$ cat config.mk
export PLATFORM = sky130hd
export DESIGN_NAME = epoch_day_calendar_unit
export DESIGN_NICKNAME = d
export VERILOG_FILES = /design/src/hdl/edcu_pkg.sv /design/src/hdl/edcu_ctrl.sv /design/src/hdl/edcu_dp.sv /design/src/hdl/epoch_day_calendar_unit.sv
export SDC_FILE = /design/constraint.sdc
export NUM_CORES = 1
export LEC_CHECK = 0
export BUFFER_PORTS_ARGS = -buffer_cell sky130_fd_sc_hd__buf_2
export CORE_MARGIN = 2
export CORE_UTILIZATION = 29
export DETAILED_ROUTE_END_ITERATION = 8
export PLACE_DENSITY = 0.52
export SLEW_MARGIN = 20
export SYNTH_ARGS = -nofsm -noshare
export SYNTH_HDL_FRONTEND = slang
export SYNTH_HIERARCHICAL = 1
export SYNTH_SLANG_ARGS = --single-unit
export TNS_END_PERCENT = 100
$ cat constraint.sdc
create_clock -name clock -period 11.99 [get_ports clock]
set_clock_uncertainty 0.15 [all_clocks]
set_input_delay 1.199 -clock clock [delete_from_list [all_inputs] [get_ports clock]]
set_output_delay 1.199 -clock clock [all_outputs]
set_load 0.02 [all_outputs]
$ cat src/hdl/edcu_pkg.sv
// Shared types, codes and calendar helpers for the epoch day calendar unit.
package edcu_pkg;

   localparam logic [11:0] FIRST_YEAR = 12'd1970;

   // 1970 residues mod 4, 100 and 400
   localparam logic [1:0] FIRST_R4   = 2'd2;
   localparam logic [6:0] FIRST_R100 = 7'd70;
   localparam logic [8:0] FIRST_R400 = 9'd370;

   // request codes
   localparam logic [2:0] REQ_SET        = 3'd0;
   localparam logic [2:0] REQ_ADD_DAYS   = 3'd1;
   localparam logic [2:0] REQ_ADD_MONTHS = 3'd2;
   localparam logic [2:0] REQ_ADD_YEARS  = 3'd3;
   localparam logic [2:0] REQ_WORKDAY    = 3'd4;

   // error codes
   localparam logic [2:0] ERR_OK    = 3'd0;
   localparam logic [2:0] ERR_YEAR  = 3'd1;
   localparam logic [2:0] ERR_MONTH = 3'd2;
   localparam logic [2:0] ERR_DAY   = 3'd3;
   localparam logic [2:0] ERR_EPOCH = 3'd4;
   localparam logic [2:0] ERR_LIMIT = 3'd5;

   // weekdays, Monday is 0
   localparam logic [2:0] WD_THU = 3'd3;
   localparam logic [2:0] WD_FRI = 3'd4;
   localparam logic [2:0] WD_SAT = 3'd5;
   localparam logic [2:0] WD_SUN = 3'd6;

   localparam logic [3:0] MON_JAN = 4'd1;
   localparam logic [3:0] MON_FEB = 4'd2;
   localparam logic [3:0] MON_DEC = 4'd12;

   typedef enum logic [3:0] {
      CMD_NONE,
      CMD_LOAD,
      CMD_SPLIT_Y,
      CMD_SPLIT_M,
      CMD_SPLIT_END,
      CMD_DISPATCH,
      CMD_MSTEP,
      CMD_MONTH_END,
      CMD_JOIN_INIT,
      CMD_JOIN_Y,
      CMD_JOIN_M,
      CMD_JOIN_END,
      CMD_COMMIT,
      CMD_OUT
   } cmd_type;

   typedef enum logic [4:0] {
      ST_IDLE,
      ST_SPLIT_Y,
      ST_SPLIT_M,
      ST_SPLIT_END,
      ST_DISPATCH,
      ST_ROUTE,
      ST_MSTEP,
      ST_MONTH_END,
      ST_JOIN_INIT,
      ST_JOIN_Y,
      ST_JOIN_M,
      ST_JOIN_END,
      ST_COMMIT,
      ST_FSPLIT_Y,
      ST_FSPLIT_M,
      ST_FSPLIT_END,
      ST_OUT
   } state_type;

   typedef struct packed {
      logic       split_y_more;
      logic       split_m_more;
      logic       mstep_more;
      logic       join_y_more;
      logic       join_m_more;
      logic       err_set;
      logic       out_busy;
      logic [2:0] req_type;
   } status_type;

   function automatic logic [4:0] month_len(input logic leap, input logic [3:0] m);
      logic [4:0] len;
      case (m)
         4'd1, 4'd3, 4'd5, 4'd7, 4'd8, 4'd10, 4'd12: len = 5'd31;
         4'd4, 4'd6, 4'd9, 4'd11:                    len = 5'd30;
         4'd2:                                       len = leap ? 5'd29 : 5'd28;
         default:                                    len = 5'd0;
      endcase
      return len;
   endfunction

   function automatic logic [8:0] year_len(input logic leap);
      return leap ? 9'd366 : 9'd365;
   endfunction

endpackage

$ cat src/hdl/edcu_ctrl.sv
// Sequencer for the calendar unit: split, op, join if any, commit, split again, output.
module edcu_ctrl (
   input  logic                  clock,
   input  logic                  reset,
   input  logic                  req_valid,
   output logic                  req_stall,
   input  edcu_pkg::status_type  status,
   output edcu_pkg::cmd_type     cmd
);

   edcu_pkg::state_type state_ff, state_in;

   always_ff @(posedge clock) begin
      if (reset) begin
         state_ff <= edcu_pkg::ST_IDLE;
      end else begin
         state_ff <= state_in;
      end
   end

   assign req_stall = (state_ff != edcu_pkg::ST_IDLE);

   always_comb begin
      state_in = state_ff;
      cmd      = edcu_pkg::CMD_NONE;
      unique case (state_ff)
         edcu_pkg::ST_IDLE: begin
            if (req_valid) begin
               cmd      = edcu_pkg::CMD_LOAD;
               state_in = edcu_pkg::ST_SPLIT_Y;
            end
         end
         edcu_pkg::ST_SPLIT_Y: begin
            // datapath keeps day of year once the year walk stops
            cmd = edcu_pkg::CMD_SPLIT_Y;
            if (!status.split_y_more) state_in = edcu_pkg::ST_SPLIT_M;
         end
         edcu_pkg::ST_SPLIT_M: begin
            cmd = edcu_pkg::CMD_SPLIT_M;
            if (!status.split_m_more) state_in = edcu_pkg::ST_SPLIT_END;
         end
         edcu_pkg::ST_SPLIT_END: begin
            cmd      = edcu_pkg::CMD_SPLIT_END;
            state_in = edcu_pkg::ST_DISPATCH;
         end
         edcu_pkg::ST_DISPATCH: begin
            cmd      = edcu_pkg::CMD_DISPATCH;
            state_in = edcu_pkg::ST_ROUTE;
         end
         edcu_pkg::ST_ROUTE: begin
            if (status.err_set) begin
               state_in = edcu_pkg::ST_COMMIT;
            end else begin
               case (status.req_type)
                  edcu_pkg::REQ_SET, edcu_pkg::REQ_ADD_YEARS:
                     state_in = edcu_pkg::ST_JOIN_INIT;
                  edcu_pkg::REQ_ADD_MONTHS:
                     state_in = edcu_pkg::ST_MSTEP;
                  default:
                     state_in = edcu_pkg::ST_COMMIT;
               endcase
            end
         end
         edcu_pkg::ST_MSTEP: begin
            if (status.mstep_more) begin
               cmd = edcu_pkg::CMD_MSTEP;
            end else if (status.err_set) begin
               state_in = edcu_pkg::ST_COMMIT;
            end else begin
               state_in = edcu_pkg::ST_MONTH_END;
            end
         end
         edcu_pkg::ST_MONTH_END: begin
            cmd      = edcu_pkg::CMD_MONTH_END;
            state_in = edcu_pkg::ST_JOIN_INIT;
         end
         edcu_pkg::ST_JOIN_INIT: begin
            cmd      = edcu_pkg::CMD_JOIN_INIT;
            state_in = edcu_pkg::ST_JOIN_Y;
         end
         edcu_pkg::ST_JOIN_Y: begin
            if (status.join_y_more) cmd = edcu_pkg::CMD_JOIN_Y;
            else                    state_in = edcu_pkg::ST_JOIN_M;
         end
         edcu_pkg::ST_JOIN_M: begin
            if (status.join_m_more) cmd = edcu_pkg::CMD_JOIN_M;
            else                    state_in = edcu_pkg::ST_JOIN_END;
         end
         edcu_pkg::ST_JOIN_END: begin
            cmd      = edcu_pkg::CMD_JOIN_END;
            state_in = edcu_pkg::ST_COMMIT;
         end
         edcu_pkg::ST_COMMIT: begin
            cmd      = edcu_pkg::CMD_COMMIT;
            state_in = edcu_pkg::ST_FSPLIT_Y;
         end
         edcu_pkg::ST_FSPLIT_Y: begin
            cmd = edcu_pkg::CMD_SPLIT_Y;
            if (!status.split_y_more) state_in = edcu_pkg::ST_FSPLIT_M;
         end
         edcu_pkg::ST_FSPLIT_M: begin
            cmd = edcu_pkg::CMD_SPLIT_M;
            if (!status.split_m_more) state_in = edcu_pkg::ST_FSPLIT_END;
         end
         edcu_pkg::ST_FSPLIT_END: begin
            cmd      = edcu_pkg::CMD_SPLIT_END;
            state_in = edcu_pkg::ST_OUT;
         end
         edcu_pkg::ST_OUT: begin
            if (!status.out_busy) begin
               cmd      = edcu_pkg::CMD_OUT;
               state_in = edcu_pkg::ST_IDLE;
            end
         end
         default: state_in = edcu_pkg::ST_IDLE;
      endcase
   end

endmodule

$ cat src/hdl/edcu_dp.sv
// Datapath for the calendar unit: year cursor, day accumulator, date and result registers.
module edcu_dp #(
   parameter int YEARS = 256
) (
   input  logic                  clock,
   input  logic                  reset,
   input  edcu_pkg::cmd_type     cmd,
   output edcu_pkg::status_type  status,
   input  logic [2:0]            req_type,
   input  logic [11:0]           req_year_in,
   input  logic [3:0]            req_month_in,
   input  logic [4:0]            req_day_in,
   input  logic signed [17:0]    req_amount,
   output logic                  rsp_valid,
   input  logic                  rsp_stall,
   output logic [16:0]           rsp_day_count,
   output logic [11:0]           rsp_year_out,
   output logic [3:0]            rsp_month_out,
   output logic [4:0]            rsp_day_out,
   output logic [2:0]            rsp_weekday,
   output logic [5:0]            rsp_week_number,
   output logic                  rsp_leap_flag,
   output logic [2:0]            rsp_error_code
);

   localparam logic [11:0] LastYear = 12'(1969 + YEARS);
   localparam int LastPlus = 1969 + YEARS;
   localparam int DayLimitInt = YEARS * 365 + LastPlus / 4 - LastPlus / 100 + LastPlus / 400
                                - (1969 / 4 - 1969 / 100 + 1969 / 400);
   localparam logic signed [19:0] DayLimit  = 20'(DayLimitInt);
   localparam logic signed [19:0] MonthSpan = 20'(12 * YEARS);
   localparam int StepW = $clog2(12 * YEARS + 1);

   // request
   logic [2:0]          typ_ff, typ_in;
   logic [11:0]         yin_ff, yin_in;
   logic [3:0]          min_ff, min_in;
   logic [4:0]          din_ff, din_in;
   logic signed [17:0]  amt_ff, amt_in;
   // stored date and work registers
   logic [16:0]         stored_ff, stored_in;
   logic [16:0]         t_ff, t_in;
   logic [16:0]         nt_ff, nt_in;
   logic [11:0]         yc_ff, yc_in;
   logic [1:0]          r4_ff, r4_in;
   logic [6:0]          r100_ff, r100_in;
   logic [8:0]          r400_ff, r400_in;
   logic [3:0]          mm_ff, mm_in;
   logic [2:0]          wd1_ff, wd1_in;
   logic [8:0]          doy_ff, doy_in;
   logic [11:0]         cy_ff, cy_in;
   logic [3:0]          cm_ff, cm_in;
   logic [4:0]          cd_ff, cd_in;
   logic [2:0]          cwd_ff, cwd_in;
   logic [5:0]          cweek_ff, cweek_in;
   logic                cleap_ff, cleap_in;
   logic [2:0]          err_ff, err_in;
   logic [11:0]         jy_ff, jy_in;
   logic [3:0]          jm_ff, jm_in;
   logic [4:0]          jd_ff, jd_in;
   logic [StepW-1:0]    steps_ff, steps_in;
   logic                fwd_ff, fwd_in;
   // result register
   logic                ov_ff, ov_in;
   logic [16:0]         o_cnt_ff, o_cnt_in;
   logic [11:0]         o_y_ff, o_y_in;
   logic [3:0]          o_m_ff, o_m_in;
   logic [4:0]          o_d_ff, o_d_in;
   logic [2:0]          o_wd_ff, o_wd_in;
   logic [5:0]          o_wk_ff, o_wk_in;
   logic                o_lp_ff, o_lp_in;
   logic [2:0]          o_err_ff, o_err_in;

   // year cursor with residues, so leap years need no divider
   logic        leap;
   logic [8:0]  ylen;
   logic [4:0]  mlen_cur, mlen_next, mlen_prev;
   logic        split_y_more, split_m_more;
   logic [6:0]  r100_up, r100_dn;
   logic [8:0]  r400_up, r400_dn;

   assign leap      = (r4_ff == 2'd0) && ((r100_ff != 7'd0) || (r400_ff == 9'd0));
   assign ylen      = edcu_pkg::year_len(leap);
   assign mlen_cur  = edcu_pkg::month_len(leap, mm_ff);
   assign mlen_next = edcu_pkg::month_len(leap, mm_ff + 4'd1);
   assign mlen_prev = edcu_pkg::month_len(leap, mm_ff - 4'd1);
   assign r100_up   = (r100_ff == 7'd99)  ? 7'd0 : r100_ff + 7'd1;
   assign r100_dn   = (r100_ff == 7'd0)   ? 7'd99 : r100_ff - 7'd1;
   assign r400_up   = (r400_ff == 9'd399) ? 9'd0 : r400_ff + 9'd1;
   assign r400_dn   = (r400_ff == 9'd0)   ? 9'd399 : r400_ff - 9'd1;

   assign split_y_more = (yc_ff < LastYear) && (t_ff >= {8'd0, ylen});
   assign split_m_more = (mm_ff < edcu_pkg::MON_DEC) && (t_ff >= {12'd0, mlen_cur});

   // week and weekday from day of year; /7 by reciprocal 293/2048, exact below 372
   logic [2:0]  s_off;
   logic [8:0]  wk_x;
   logic [17:0] wk_prod, dy_prod;
   logic [5:0]  dy_q;
   logic [8:0]  dy_r9;
   logic [3:0]  wd_sum;

   assign s_off   = (wd1_ff == edcu_pkg::WD_SUN) ? 3'd0 : wd1_ff + 3'd1;
   assign wk_x    = doy_ff + {6'd0, s_off};
   assign wk_prod = {9'd0, wk_x} * 18'd293;
   assign dy_prod = {9'd0, doy_ff} * 18'd293;
   assign dy_q    = dy_prod[16:11];
   assign dy_r9   = doy_ff - ({3'd0, dy_q} * 9'd7);
   assign wd_sum  = {1'b0, wd1_ff} + {1'b0, dy_r9[2:0]};

   // dispatch arithmetic
   logic signed [19:0] day_sum, year_sum, amt_w;
   logic [17:0]        amt_mag;
   logic [16:0]        work_sum;

   assign amt_w    = 20'(amt_ff);
   assign day_sum  = $signed({3'd0, stored_ff}) + amt_w;
   assign year_sum = $signed({8'd0, cy_ff}) + amt_w;
   assign amt_mag  = amt_ff[17] ? 18'(-amt_ff) : amt_ff;
   assign work_sum = stored_ff + ((cwd_ff == edcu_pkg::WD_FRI) ? 17'd3 :
                                  (cwd_ff == edcu_pkg::WD_SAT) ? 17'd2 : 17'd1);

   always_comb begin
      typ_in = typ_ff; yin_in = yin_ff; min_in = min_ff; din_in = din_ff; amt_in = amt_ff;
      stored_in = stored_ff; t_in = t_ff; nt_in = nt_ff;
      yc_in = yc_ff; r4_in = r4_ff; r100_in = r100_ff; r400_in = r400_ff;
      mm_in = mm_ff; wd1_in = wd1_ff; doy_in = doy_ff;
      cy_in = cy_ff; cm_in = cm_ff; cd_in = cd_ff; cwd_in = cwd_ff;
      cweek_in = cweek_ff; cleap_in = cleap_ff;
      err_in = err_ff; jy_in = jy_ff; jm_in = jm_ff; jd_in = jd_ff;
      steps_in = steps_ff; fwd_in = fwd_ff;
      ov_in = ov_ff && rsp_stall;
      o_cnt_in = o_cnt_ff; o_y_in = o_y_ff; o_m_in = o_m_ff; o_d_in = o_d_ff;
      o_wd_in = o_wd_ff; o_wk_in = o_wk_ff; o_lp_in = o_lp_ff; o_err_in = o_err_ff;

      unique case (cmd)
         edcu_pkg::CMD_NONE: begin
         end
         edcu_pkg::CMD_LOAD: begin
            typ_in = req_type; yin_in = req_year_in; min_in = req_month_in;
            din_in = req_day_in; amt_in = req_amount;
            t_in = stored_ff; nt_in = stored_ff; err_in = edcu_pkg::ERR_OK;
            yc_in = edcu_pkg::FIRST_YEAR; r4_in = edcu_pkg::FIRST_R4;
            r100_in = edcu_pkg::FIRST_R100; r400_in = edcu_pkg::FIRST_R400;
            mm_in = edcu_pkg::MON_JAN; wd1_in = edcu_pkg::WD_THU;
         end
         edcu_pkg::CMD_SPLIT_Y: begin
            if (split_y_more) begin
               t_in = t_ff - {8'd0, ylen};
               yc_in = yc_ff + 12'd1; r4_in = r4_ff + 2'd1;
               r100_in = r100_up; r400_in = r400_up;
               // 365 mod 7 is 1, 366 mod 7 is 2
               if ({1'b0, wd1_ff} + (leap ? 4'd2 : 4'd1) >= 4'd7)
                  wd1_in = 3'({1'b0, wd1_ff} + (leap ? 4'd2 : 4'd1) - 4'd7);
               else
                  wd1_in = wd1_ff + (leap ? 3'd2 : 3'd1);
            end else begin
               doy_in = t_ff[8:0];
            end
         end
         edcu_pkg::CMD_SPLIT_M: begin
            if (split_m_more) begin
               t_in  = t_ff - {12'd0, mlen_cur};
               mm_in = mm_ff + 4'd1;
            end
         end
         edcu_pkg::CMD_SPLIT_END: begin
            cy_in = yc_ff; cm_in = mm_ff; cd_in = t_ff[4:0] + 5'd1;
            cleap_in = leap;
            cweek_in = wk_prod[16:11] + 6'd1;
            cwd_in   = (wd_sum >= 4'd7) ? 3'(wd_sum - 4'd7) : wd_sum[2:0];
         end
         edcu_pkg::CMD_DISPATCH: begin
            case (typ_ff)
               edcu_pkg::REQ_SET: begin
                  if (yin_ff < edcu_pkg::FIRST_YEAR)                   err_in = edcu_pkg::ERR_YEAR;
                  else if (yin_ff > LastYear)                          err_in = edcu_pkg::ERR_LIMIT;
                  else if (min_ff < edcu_pkg::MON_JAN || min_ff > edcu_pkg::MON_DEC)
                     err_in = edcu_pkg::ERR_MONTH;
                  jy_in = yin_ff; jm_in = min_ff; jd_in = din_ff;
               end
               edcu_pkg::REQ_ADD_DAYS: begin
                  if (day_sum < 0)                 err_in = edcu_pkg::ERR_EPOCH;
                  else if (day_sum >= DayLimit)    err_in = edcu_pkg::ERR_LIMIT;
                  else                             nt_in  = day_sum[16:0];
               end
               edcu_pkg::REQ_ADD_MONTHS: begin
                  if (amt_w > MonthSpan)           err_in = edcu_pkg::ERR_LIMIT;
                  else if (amt_w < -MonthSpan)     err_in = edcu_pkg::ERR_EPOCH;
                  steps_in = amt_mag[StepW-1:0];
                  fwd_in   = !amt_ff[17];
                  jd_in    = cd_ff;
               end
               edcu_pkg::REQ_ADD_YEARS: begin
                  if (year_sum < $signed({8'd0, edcu_pkg::FIRST_YEAR}))
                     err_in = edcu_pkg::ERR_EPOCH;
                  else if (year_sum > $signed({8'd0, LastYear}))
                     err_in = edcu_pkg::ERR_LIMIT;
                  jy_in = year_sum[11:0]; jm_in = cm_ff;
                  // Feb 29 lands on Feb 28 whenever the year moves
                  jd_in = (amt_ff != 18'sd0 && cm_ff == edcu_pkg::MON_FEB && cd_ff == 5'd29)
                          ? 5'd28 : cd_ff;
               end
               edcu_pkg::REQ_WORKDAY: begin
                  if ($signed({3'd0, work_sum}) >= DayLimit) err_in = edcu_pkg::ERR_LIMIT;
                  else                                        nt_in  = work_sum;
               end
               default: begin
               end
            endcase
         end
         edcu_pkg::CMD_MSTEP: begin
            // wraps land in Jan or Dec, which never clamp, so the cursor leap is right
            steps_in = steps_ff - StepW'(1);
            if (fwd_ff) begin
               if (mm_ff == edcu_pkg::MON_DEC) begin
                  if (yc_ff == LastYear) begin
                     err_in = edcu_pkg::ERR_LIMIT;
                  end else begin
                     mm_in = edcu_pkg::MON_JAN;
                     yc_in = yc_ff + 12'd1; r4_in = r4_ff + 2'd1;
                     r100_in = r100_up; r400_in = r400_up;
                  end
               end else begin
                  mm_in = mm_ff + 4'd1;
                  if (jd_ff > mlen_next) jd_in = mlen_next;
               end
            end else begin
               if (mm_ff == edcu_pkg::MON_JAN) begin
                  if (yc_ff == edcu_pkg::FIRST_YEAR) begin
                     err_in = edcu_pkg::ERR_EPOCH;
                  end else begin
                     mm_in = edcu_pkg::MON_DEC;
                     yc_in = yc_ff - 12'd1; r4_in = r4_ff - 2'd1;
                     r100_in = r100_dn; r400_in = r400_dn;
                  end
               end else begin
                  mm_in = mm_ff - 4'd1;
                  if (jd_ff > mlen_prev) jd_in = mlen_prev;
               end
            end
         end
         edcu_pkg::CMD_MONTH_END: begin
            jy_in = yc_ff; jm_in = mm_ff;
         end
         edcu_pkg::CMD_JOIN_INIT: begin
            t_in = 17'd0;
            yc_in = edcu_pkg::FIRST_YEAR; r4_in = edcu_pkg::FIRST_R4;
            r100_in = edcu_pkg::FIRST_R100; r400_in = edcu_pkg::FIRST_R400;
            mm_in = edcu_pkg::MON_JAN;
         end
         edcu_pkg::CMD_JOIN_Y: begin
            t_in = t_ff + {8'd0, ylen};
            yc_in = yc_ff + 12'd1; r4_in = r4_ff + 2'd1;
            r100_in = r100_up; r400_in = r400_up;
         end
         edcu_pkg::CMD_JOIN_M: begin
            t_in  = t_ff + {12'd0, mlen_cur};
            mm_in = mm_ff + 4'd1;
         end
         edcu_pkg::CMD_JOIN_END: begin
            if (typ_ff == edcu_pkg::REQ_SET &&
                (jd_ff == 5'd0 || jd_ff > edcu_pkg::month_len(leap, jm_ff)))
               err_in = edcu_pkg::ERR_DAY;
            nt_in = t_ff + {12'd0, jd_ff} - 17'd1;
         end
         edcu_pkg::CMD_COMMIT: begin
            if (err_ff == edcu_pkg::ERR_OK) begin
               stored_in = nt_ff;
               t_in      = nt_ff;
            end else begin
               t_in      = stored_ff;
            end
            yc_in = edcu_pkg::FIRST_YEAR; r4_in = edcu_pkg::FIRST_R4;
            r100_in = edcu_pkg::FIRST_R100; r400_in = edcu_pkg::FIRST_R400;
            mm_in = edcu_pkg::MON_JAN; wd1_in = edcu_pkg::WD_THU;
         end
         edcu_pkg::CMD_OUT: begin
            ov_in = 1'b1;
            o_cnt_in = stored_ff; o_y_in = cy_ff; o_m_in = cm_ff; o_d_in = cd_ff;
            o_wd_in = cwd_ff; o_wk_in = cweek_ff; o_lp_in = cleap_ff; o_err_in = err_ff;
         end
         default: begin
         end
      endcase
   end

   always_ff @(posedge clock) begin
      if (reset) begin
         stored_ff <= 17'd0;
         ov_ff     <= 1'b0;
      end else begin
         stored_ff <= stored_in;
         ov_ff     <= ov_in;
      end
   end

   always_ff @(posedge clock) begin
      typ_ff <= typ_in; yin_ff <= yin_in; min_ff <= min_in; din_ff <= din_in; amt_ff <= amt_in;
      t_ff <= t_in; nt_ff <= nt_in;
      yc_ff <= yc_in; r4_ff <= r4_in; r100_ff <= r100_in; r400_ff <= r400_in;
      mm_ff <= mm_in; wd1_ff <= wd1_in; doy_ff <= doy_in;
      cy_ff <= cy_in; cm_ff <= cm_in; cd_ff <= cd_in; cwd_ff <= cwd_in;
      cweek_ff <= cweek_in; cleap_ff <= cleap_in;
      err_ff <= err_in; jy_ff <= jy_in; jm_ff <= jm_in; jd_ff <= jd_in;
      steps_ff <= steps_in; fwd_ff <= fwd_in;
      o_cnt_ff <= o_cnt_in; o_y_ff <= o_y_in; o_m_ff <= o_m_in; o_d_ff <= o_d_in;
      o_wd_ff <= o_wd_in; o_wk_ff <= o_wk_in; o_lp_ff <= o_lp_in; o_err_ff <= o_err_in;
   end

   assign status.split_y_more = split_y_more;
   assign status.split_m_more = split_m_more;
   assign status.mstep_more   = (steps_ff != '0) && (err_ff == edcu_pkg::ERR_OK);
   assign status.join_y_more  = (yc_ff != jy_ff);
   assign status.join_m_more  = (mm_ff != jm_ff);
   assign status.err_set      = (err_ff != edcu_pkg::ERR_OK);
   assign status.out_busy     = ov_ff && rsp_stall;
   assign status.req_type     = typ_ff;

   assign rsp_valid       = ov_ff;
   assign rsp_day_count   = o_cnt_ff;
   assign rsp_year_out    = o_y_ff;
   assign rsp_month_out   = o_m_ff;
   assign rsp_day_out     = o_d_ff;
   assign rsp_weekday     = o_wd_ff;
   assign rsp_week_number = o_wk_ff;
   assign rsp_leap_flag   = o_lp_ff;
   assign rsp_error_code  = o_err_ff;

endmodule

$ cat src/hdl/epoch_day_calendar_unit.sv
// Top level of the epoch day calendar unit: sequencer plus datapath.
//
// Holds one date as days since 1 Jan 1970 (a Thursday). Each request item on
// req_* sets the date or moves it by days, months or years, or to the next
// workday; each one returns exactly one result item on rsp_* with the stored
// count, year, month, day, weekday, Sunday-first week, leap flag and error.
// A failed request leaves the stored date as it was.
// Both channels: an item moves on a clock edge with valid high and stall low.
// req_stall is high from acceptance until the result is loaded, so one item
// is in work at a time. Every request passes through two date splits, one
// before and one after the commit; each walks Y years past 1970 (up to
// YEARS-1) and M months into the year (up to 11). Set and add-years add a
// join walk for the target date; add-months adds S single-month steps
// (up to 12*YEARS) ahead of its join walk. Add-days, next workday, unused
// types and a request that fails its dispatch checks skip the join walk.
// The result sits in an output register; if rsp_stall holds it, the next
// request is still accepted and processed, and waits only at the final load.
// Reset (synchronous, active high) sets the date to 1 Jan 1970 and empties
// the output register.
module epoch_day_calendar_unit #(
   parameter int YEARS = 256
) (
   input  logic               clock,
   input  logic               reset,
   input  logic               req_valid,
   output logic               req_stall,
   input  logic [2:0]         req_type,
   input  logic [11:0]        req_year_in,
   input  logic [3:0]         req_month_in,
   input  logic [4:0]         req_day_in,
   input  logic signed [17:0] req_amount,
   output logic               rsp_valid,
   input  logic               rsp_stall,
   output logic [16:0]        rsp_day_count,
   output logic [11:0]        rsp_year_out,
   output logic [3:0]         rsp_month_out,
   output logic [4:0]         rsp_day_out,
   output logic [2:0]         rsp_weekday,
   output logic [5:0]         rsp_week_number,
   output logic               rsp_leap_flag,
   output logic [2:0]         rsp_error_code
);

   edcu_pkg::cmd_type    cmd;
   edcu_pkg::status_type status;

   edcu_ctrl u_ctrl (
      .clock     (clock),
      .reset     (reset),
      .req_valid (req_valid),
      .req_stall (req_stall),
      .status    (status),
      .cmd       (cmd)
   );

   edcu_dp #(
      .YEARS (YEARS)
   ) u_dp (
      .clock           (clock),
      .reset           (reset),
      .cmd             (cmd),
      .status          (status),
      .req_type        (req_type),
      .req_year_in     (req_year_in),
      .req_month_in    (req_month_in),
      .req_day_in      (req_day_in),
      .req_amount      (req_amount),
      .rsp_valid       (rsp_valid),
      .rsp_stall       (rsp_stall),
      .rsp_day_count   (rsp_day_count),
      .rsp_year_out    (rsp_year_out),
      .rsp_month_out   (rsp_month_out),
      .rsp_day_out     (rsp_day_out),
      .rsp_weekday     (rsp_weekday),
      .rsp_week_number (rsp_week_number),
      .rsp_leap_flag   (rsp_leap_flag),
      .rsp_error_code  (rsp_error_code)
   );

endmodule
# [Word level (Yosys, flattened, before mapping)]
# Index checks and enable logic that the tools add are counted.
[op_classes] n_addsub=31 n_mul=3 magnitude_cmp=20 n_eq_ne=129 n_mux=117 bitwise_logic=1 reduce_logical=58
[ops] operator="$mux 17" n=7
[ops] operator="$pmux 17 s7" n=1
[ops] operator="$eq 4x4->1 const B" n=26
[ops] operator="$mux 12" n=8
[ops] operator="$mux 5" n=17
[ops] operator="$pmux 5 s17" n=1
[ops] operator="$eq 4x3->1 const B" n=20
[ops] operator="$pmux 5 s3" n=5
[ops] operator="$mux 9" n=8
[ops] operator="$pmux 12 s2" n=3
[ops] operator="$mux 3" n=21
[ops] operator="$mux 7" n=8
[ops] operator="$pmux 4 s13" n=1
[ops] operator="$pmux 17 s3" n=1
[ops] operator="$pmux 12 s4" n=1
[ops] operator="$eq 4x2->1 const B" n=11
[ops] operator="$eq 5x4->1 const B" n=8
[ops] operator="$mux 4" n=10
[ops] operator="$pmux 9 s4" n=1
[ops] operator="$add 17x5->17" n=2
[ops] operator="$mul 9x9->17 const B" n=2
[ops] operator="$pmux 17 s2" n=1
[ops] operator="$pmux 7 s4" n=1
[ops] operator="$reduce_or 7->1" n=4
[ops] operator="104 further kinds" n=191
[totals] regBits=264 in_bits=46 output_inout_bits=53 elab_cells=396

# [Logic depth before layout (Yosys ltp)]
[depth] depth_word=11 ltp_mapped=29

# [Cells and area by module]
# Netlist, hierarchy kept.
[by_module_without_submodules] module="edcu_dp" n_inst=1 cells_each=2081 area_per_inst_um2=19876.6
[by_module_without_submodules] module="edcu_ctrl" n_inst=1 cells_each=91 area_per_inst_um2=690.7

# [Least setup slack after synthesis]
# No wires, ideal clock.
[synth_path] kind="register to register" start="reg u_dp.steps_ff[0]" end="reg u_dp.nt_ff[0], enable pin" setup_ns=0.402 arrival_time_ns=7.094 t_required_ns=11.438 setup_slack_ns=4.345 path_stages_with_launch=18 n_path_buf=2 cell_sequence="edfxtp_1 -> inv_1 -> ha_1 -> nand2_1 -> or3_1 -> or3_1 -> or3_1 -> nor3_1 -> nor2_1 -> nor3b_1 -> a21oi_1 -> mux2i_1 -> a211o_1 -> clkbuf_1 -> clkbuf_1 -> nor3_1 -> nor2_1 -> a31oi_1"
[synth_lines] element="start: declaration" line_no="edcu_dp.sv:61" source="logic [StepW-1:0] steps_ff, steps_in;"
[synth_lines] element="start signal: assignment" line_no="edcu_dp.sv:306" source="steps_ff <= steps_in; fwd_ff <= fwd_in;"
[synth_lines] element="end signal: assignment" line_no="edcu_dp.sv:300" source="t_ff <= t_in; nt_ff <= nt_in;"
[synth_lines] element="end: declaration" line_no="edcu_dp.sv:43" source="logic [16:0] nt_ff, nt_in;"

# [Worst setup path after layout]
[layout_path] start="reg u_dp.wd1_ff[1]" end="reg u_dp.cweek_ff[4] (data pin)"
[layout_via] elab_chain_len=5 word_cells_on_any_way=6 cone_classes="add/sub: 3; mul: 1; eq/ne: 1; mux: 1"
[layout_rtl] element="start: declaration" line_no="edcu_dp.sv:49" source="logic [2:0] wd1_ff, wd1_in;"
[layout_rtl] element="start signal: assignment" line_no="edcu_dp.sv:302" source="mm_ff <= mm_in; wd1_ff <= wd1_in; doy_ff <= doy_in;"
[layout_rtl] element="$add 3x1->3 or $eq 3x3->1 (tied branches)" line_no="edcu_dp.sv:103" source="assign s_off = (wd1_ff == edcu_pkg::WD_SUN) ? 3'd0 : wd1_ff + 3'd1;"
[layout_rtl] element="$mux 3 (*)" line_no="edcu_dp.sv:103"
[layout_rtl] element="$add 9x3->9 (*)" line_no="edcu_dp.sv:104" source="assign wk_x = doy_ff + {6'd0, s_off};"
[layout_rtl] element="$mul 9x9->17 (*)" line_no="edcu_dp.sv:105" source="assign wk_prod = {9'd0, wk_x} * 18'd293;"
[layout_rtl] element="$add 6x1->6 (*)" line_no="edcu_dp.sv:170" source="cweek_in = wk_prod[16:11] + 6'd1;"
[layout_rtl] element="end signal: assignment" line_no="edcu_dp.sv:304" source="cweek_ff <= cweek_in; cleap_ff <= cleap_in;"
[layout_rtl] element="end: declaration" line_no="edcu_dp.sv:55" source="logic [5:0] cweek_ff, cweek_in;"
# Every way passes the cells marked *; elsewhere a longest branch is shown, timed or not.
# A chain may end at the register's enable or synchronous reset.

==> impl_metrics.csv <==
group,metric,value,unit
run_status,outcome,"completed",
critical_path,worst_path_most_repeated_cell,"ha_1",
critical_path,cp-start-kind,"flop",
timing,setup_violations,0,
synth,synth.avg_cell_area,9.47,µm²
critical_path,crit_slowest_cell,"fa_1",
clock_network,path_clk_slew,0.06,ns
floorplan,ios,99,
finish,drive_above_1_share,0.0991,
floorplan,initial_core_util,0.293,
routing,met1Wirelength,27100,µm
clock_network,cts-root-buf,"clkbuf_16",
placed_design,place_congestion,0.894,
routing,drt.antenna.violating_nets,0,
timing,holdWs,0.267,ns
floorplan,row_count,97,
finish,area_growth,12.9,%
critical_path,required,12.12,ns
clock_network,numClockSinks,264,
finish,post-route-util,0.331,
timing,grt_setup_unrepaired,"no",
synth,synth_top_area_cell,"edfxtp_1",
routing,vias_per_cell,5.31,
critical_path,crit_path_end_kind,"flop",
clock_network,cts_tree,"built",
timing,finalHoldViolCount,0,
synth,syn_inst,2172,
global_route,antenna_found_initial,0,
clock_network,postCtsSetupBuffers,0,
synth,ys_dominant_reg_cell,"edfxtp_1",
timing,slew-limit-headroom,0.284,
clock_network,postCtsHoldBufs,0,
clock_network,clock_path_buffers,3,
routing,vias,16986,
synth,synth_warnings,6,
placed_design,io_buffer_count,98,
synth,synth-edff-count,241,
placed_design,dp_hpwl,46400,µm
routing,drt_wl_total,61400,µm
global_route,grt_overflow,0,
finish,fin_nets,2519,
critical_path,worstSetupPathType,"reg2reg",
timing,setup_tns,0,ns
finish,fill_cells,7270,
routing,drc,0,
floorplan,die_area,73100,µm²
timing,layout_setup_ws,4.99,ns
routing,met3WireLength,3130,µm
synth,async_flop_share,0,
timing,drv_slew,0,
synth,ys_seq_elements,264,
routing,drt_iter0_drc,1326,
routing,drt-pass1-iter-count,8,
clock_network,cts_inserted_buffers,34,
routing,wl_met2,28800,µm
clock_network,insertion_delay,0.56,ns
critical_path,cpPeakStageDelay,0.53,ns
routing,wl_per_cell,19.2,µm
placed_design,pre_cts_ws,5.05,ns
timing,finalCritPeriodShare,0.584,
synth,synth_top_area_share,0.352,
synth,synth_cell_type_count,94,
job,drv_cap,0,
synth,synth_nets,2456,
floorplan,die_w,270,µm
global_route,grt_max_degree,46,
clock_network,cts_resized,0,
global_route,grt_use_total,0.165,
finish,antenna_cells,0,
clock_network,htree_levels,2,
critical_path,worstPathMaxFanout,7,
synth,synth_area_leaders,"edfxtp_1 35%, ha_1 13%, xnor2_1 4.3%",
synth,synth_area,20600,µm²
synth,seq_area_frac_synth,0.374,
timing,worstMarginPinSlew,1.06,ns
global_route,grt_pass1_wl,95700,µm
routing,topRoutingLayerUsed,"met4",
critical_path,worst_ep_arrival_time,7.13,ns
timing,max_freq,143,MHz
floorplan,die_h,270,µm
floorplan,core,70100,µm²
hold_path,hp-class,"reg2reg",
timing,fin_crit,7.00,ns
global_route,grt_pass1_vias,16886,
## state kept, by name (all words and copies together) (netlist names), 7 cells and up
signal and cells:
u_dp/t_ff 17, u_dp/rsp_year_out 12, u_dp/doy_ff 9, u_dp/rsp_day_count 17, u_dp/yin_ff 12, u_dp/r100_ff 7, u_dp/stored_ff 17, u_dp/cy_ff 12
u_dp/yc_ff 12, u_dp/amt_ff 18, u_dp/steps_ff 12, u_dp/nt_ff 17, u_dp/r400_ff 9, u_dp/jy_ff 12
## kinds of logic (layout without fill, tap and decap cells)
kind of cell               count (synthesis)  count (layout)  synth area share
AOI/OAI and AO/OA                        567             567             0.184
xor gates and xnor gates                 159             159            0.0677
adders and majority gates                238             238             0.154
buffers and inverters                    246             335            0.0462
DFF                                      264             264             0.374
muxes                                     33              33            0.0162
and+or+nand+nor                          665             665             0.157
## path summary, 6_finish.rpt
kind | slack [ns] | startpoint | cells past startpoint | to
worst min register to register | 0.27 | u_dp/cweek_ff[1] | 0 | u_dp/rsp_week_number[1]
worst max-delay path | 4.99 | u_dp/wd1_ff[1] | 29 | u_dp/cweek_ff[4]
worst min-delay path | 0.27 | u_dp/cweek_ff[1] | 0 | u_dp/rsp_week_number[1]
worst max register to register | 4.99 | u_dp/wd1_ff[1] | 29 | u_dp/cweek_ff[4]
## layout by cell type (no fill, tap or decap), drive strengths merged, types with 20 or more instances in the layout
| master | instances |
|---|---|
| xor2 | 58 |
| dfxtp | 23 |
| a21o | 31 |
| clkbuf | 42 |
| xnor2 | 101 |
| edfxtp | 241 |
| o211ai | 23 |
| nand2 | 207 |
| buf | 122 |
| inv | 155 |
| nand3 | 58 |
| a21oi | 146 |
| o221ai | 22 |
| nor3 | 57 |
| fa | 25 |
| o21ai | 124 |
| mux2i | 30 |
| ha | 213 |
| nor2 | 158 |
| nand4 | 26 |
| nand2b | 25 |
| o22ai | 20 |
## cells in the mapped netlist, types with 15 or more instances
library cell,n
a211oi_1,15
a21o_1,31
a21oi_1,146
a31oi_1,19
and3_1,18
clkbuf_1,71
dfxtp_1,23
edfxtp_1,241
fa_1,25
ha_1,213
inv_1,149
mux2i_1,30
nand2_1,207
nand2b_1,25
nand3_1,58
nand4_1,26
nor2_1,157
nor2b_1,19
nor3_1,56
o211ai_1,23
o21a_1,18
o21ai_0,116
o221ai_1,22
o22ai_1,20
or3_1,15
xnor2_1,101
xor2_1,58
## per-layer routing
metal	track usage	vias to the layer above
li1	-	8162
met1	0.213	8277
met2	0.273	433
met3	0.0263	114
met4	0.0689	0
met5	0	-
## cell type report
cell class                      count  area (µm²)  share of cell area
Clock inverter                     20         231             0.00997
Timing Repair Buffer              122         671              0.0289
Sequential cell                   264        7700               0.331
Clock buffer                       42         891              0.0384
Tap cell                          940        1180              0.0506
Inverter                          151         567              0.0244
Multi-Input combinational cell   1662       12000               0.516
## stage by stage
step                      instance area, µm²  std cells
after floorplan                        20600       2172
after global placement                 22100       3139
after detailed placement               22100       3139
after CTS                              23200       3201
after global routing                   23200       3201
final                                  23200       3201
## worst max-delay path, delay by kind of cell, from the launching register on
| family | cells | cell delay [ns] |
|---|---|---|
| DFF | 1 | 0.50 |
| xor gates and xnor gates | 3 | 0.59 |
| buffers and inverters | 4 | 0.40 |
| AOI/OAI and AO/OA | 9 | 1.77 |
| adders and majority gates | 7 | 2.37 |
| and+or+nand+nor | 6 | 0.95 |
Power is not shown: default switching activity piles up to over one toggle a cycle in this logic, so the estimate is an artifact.
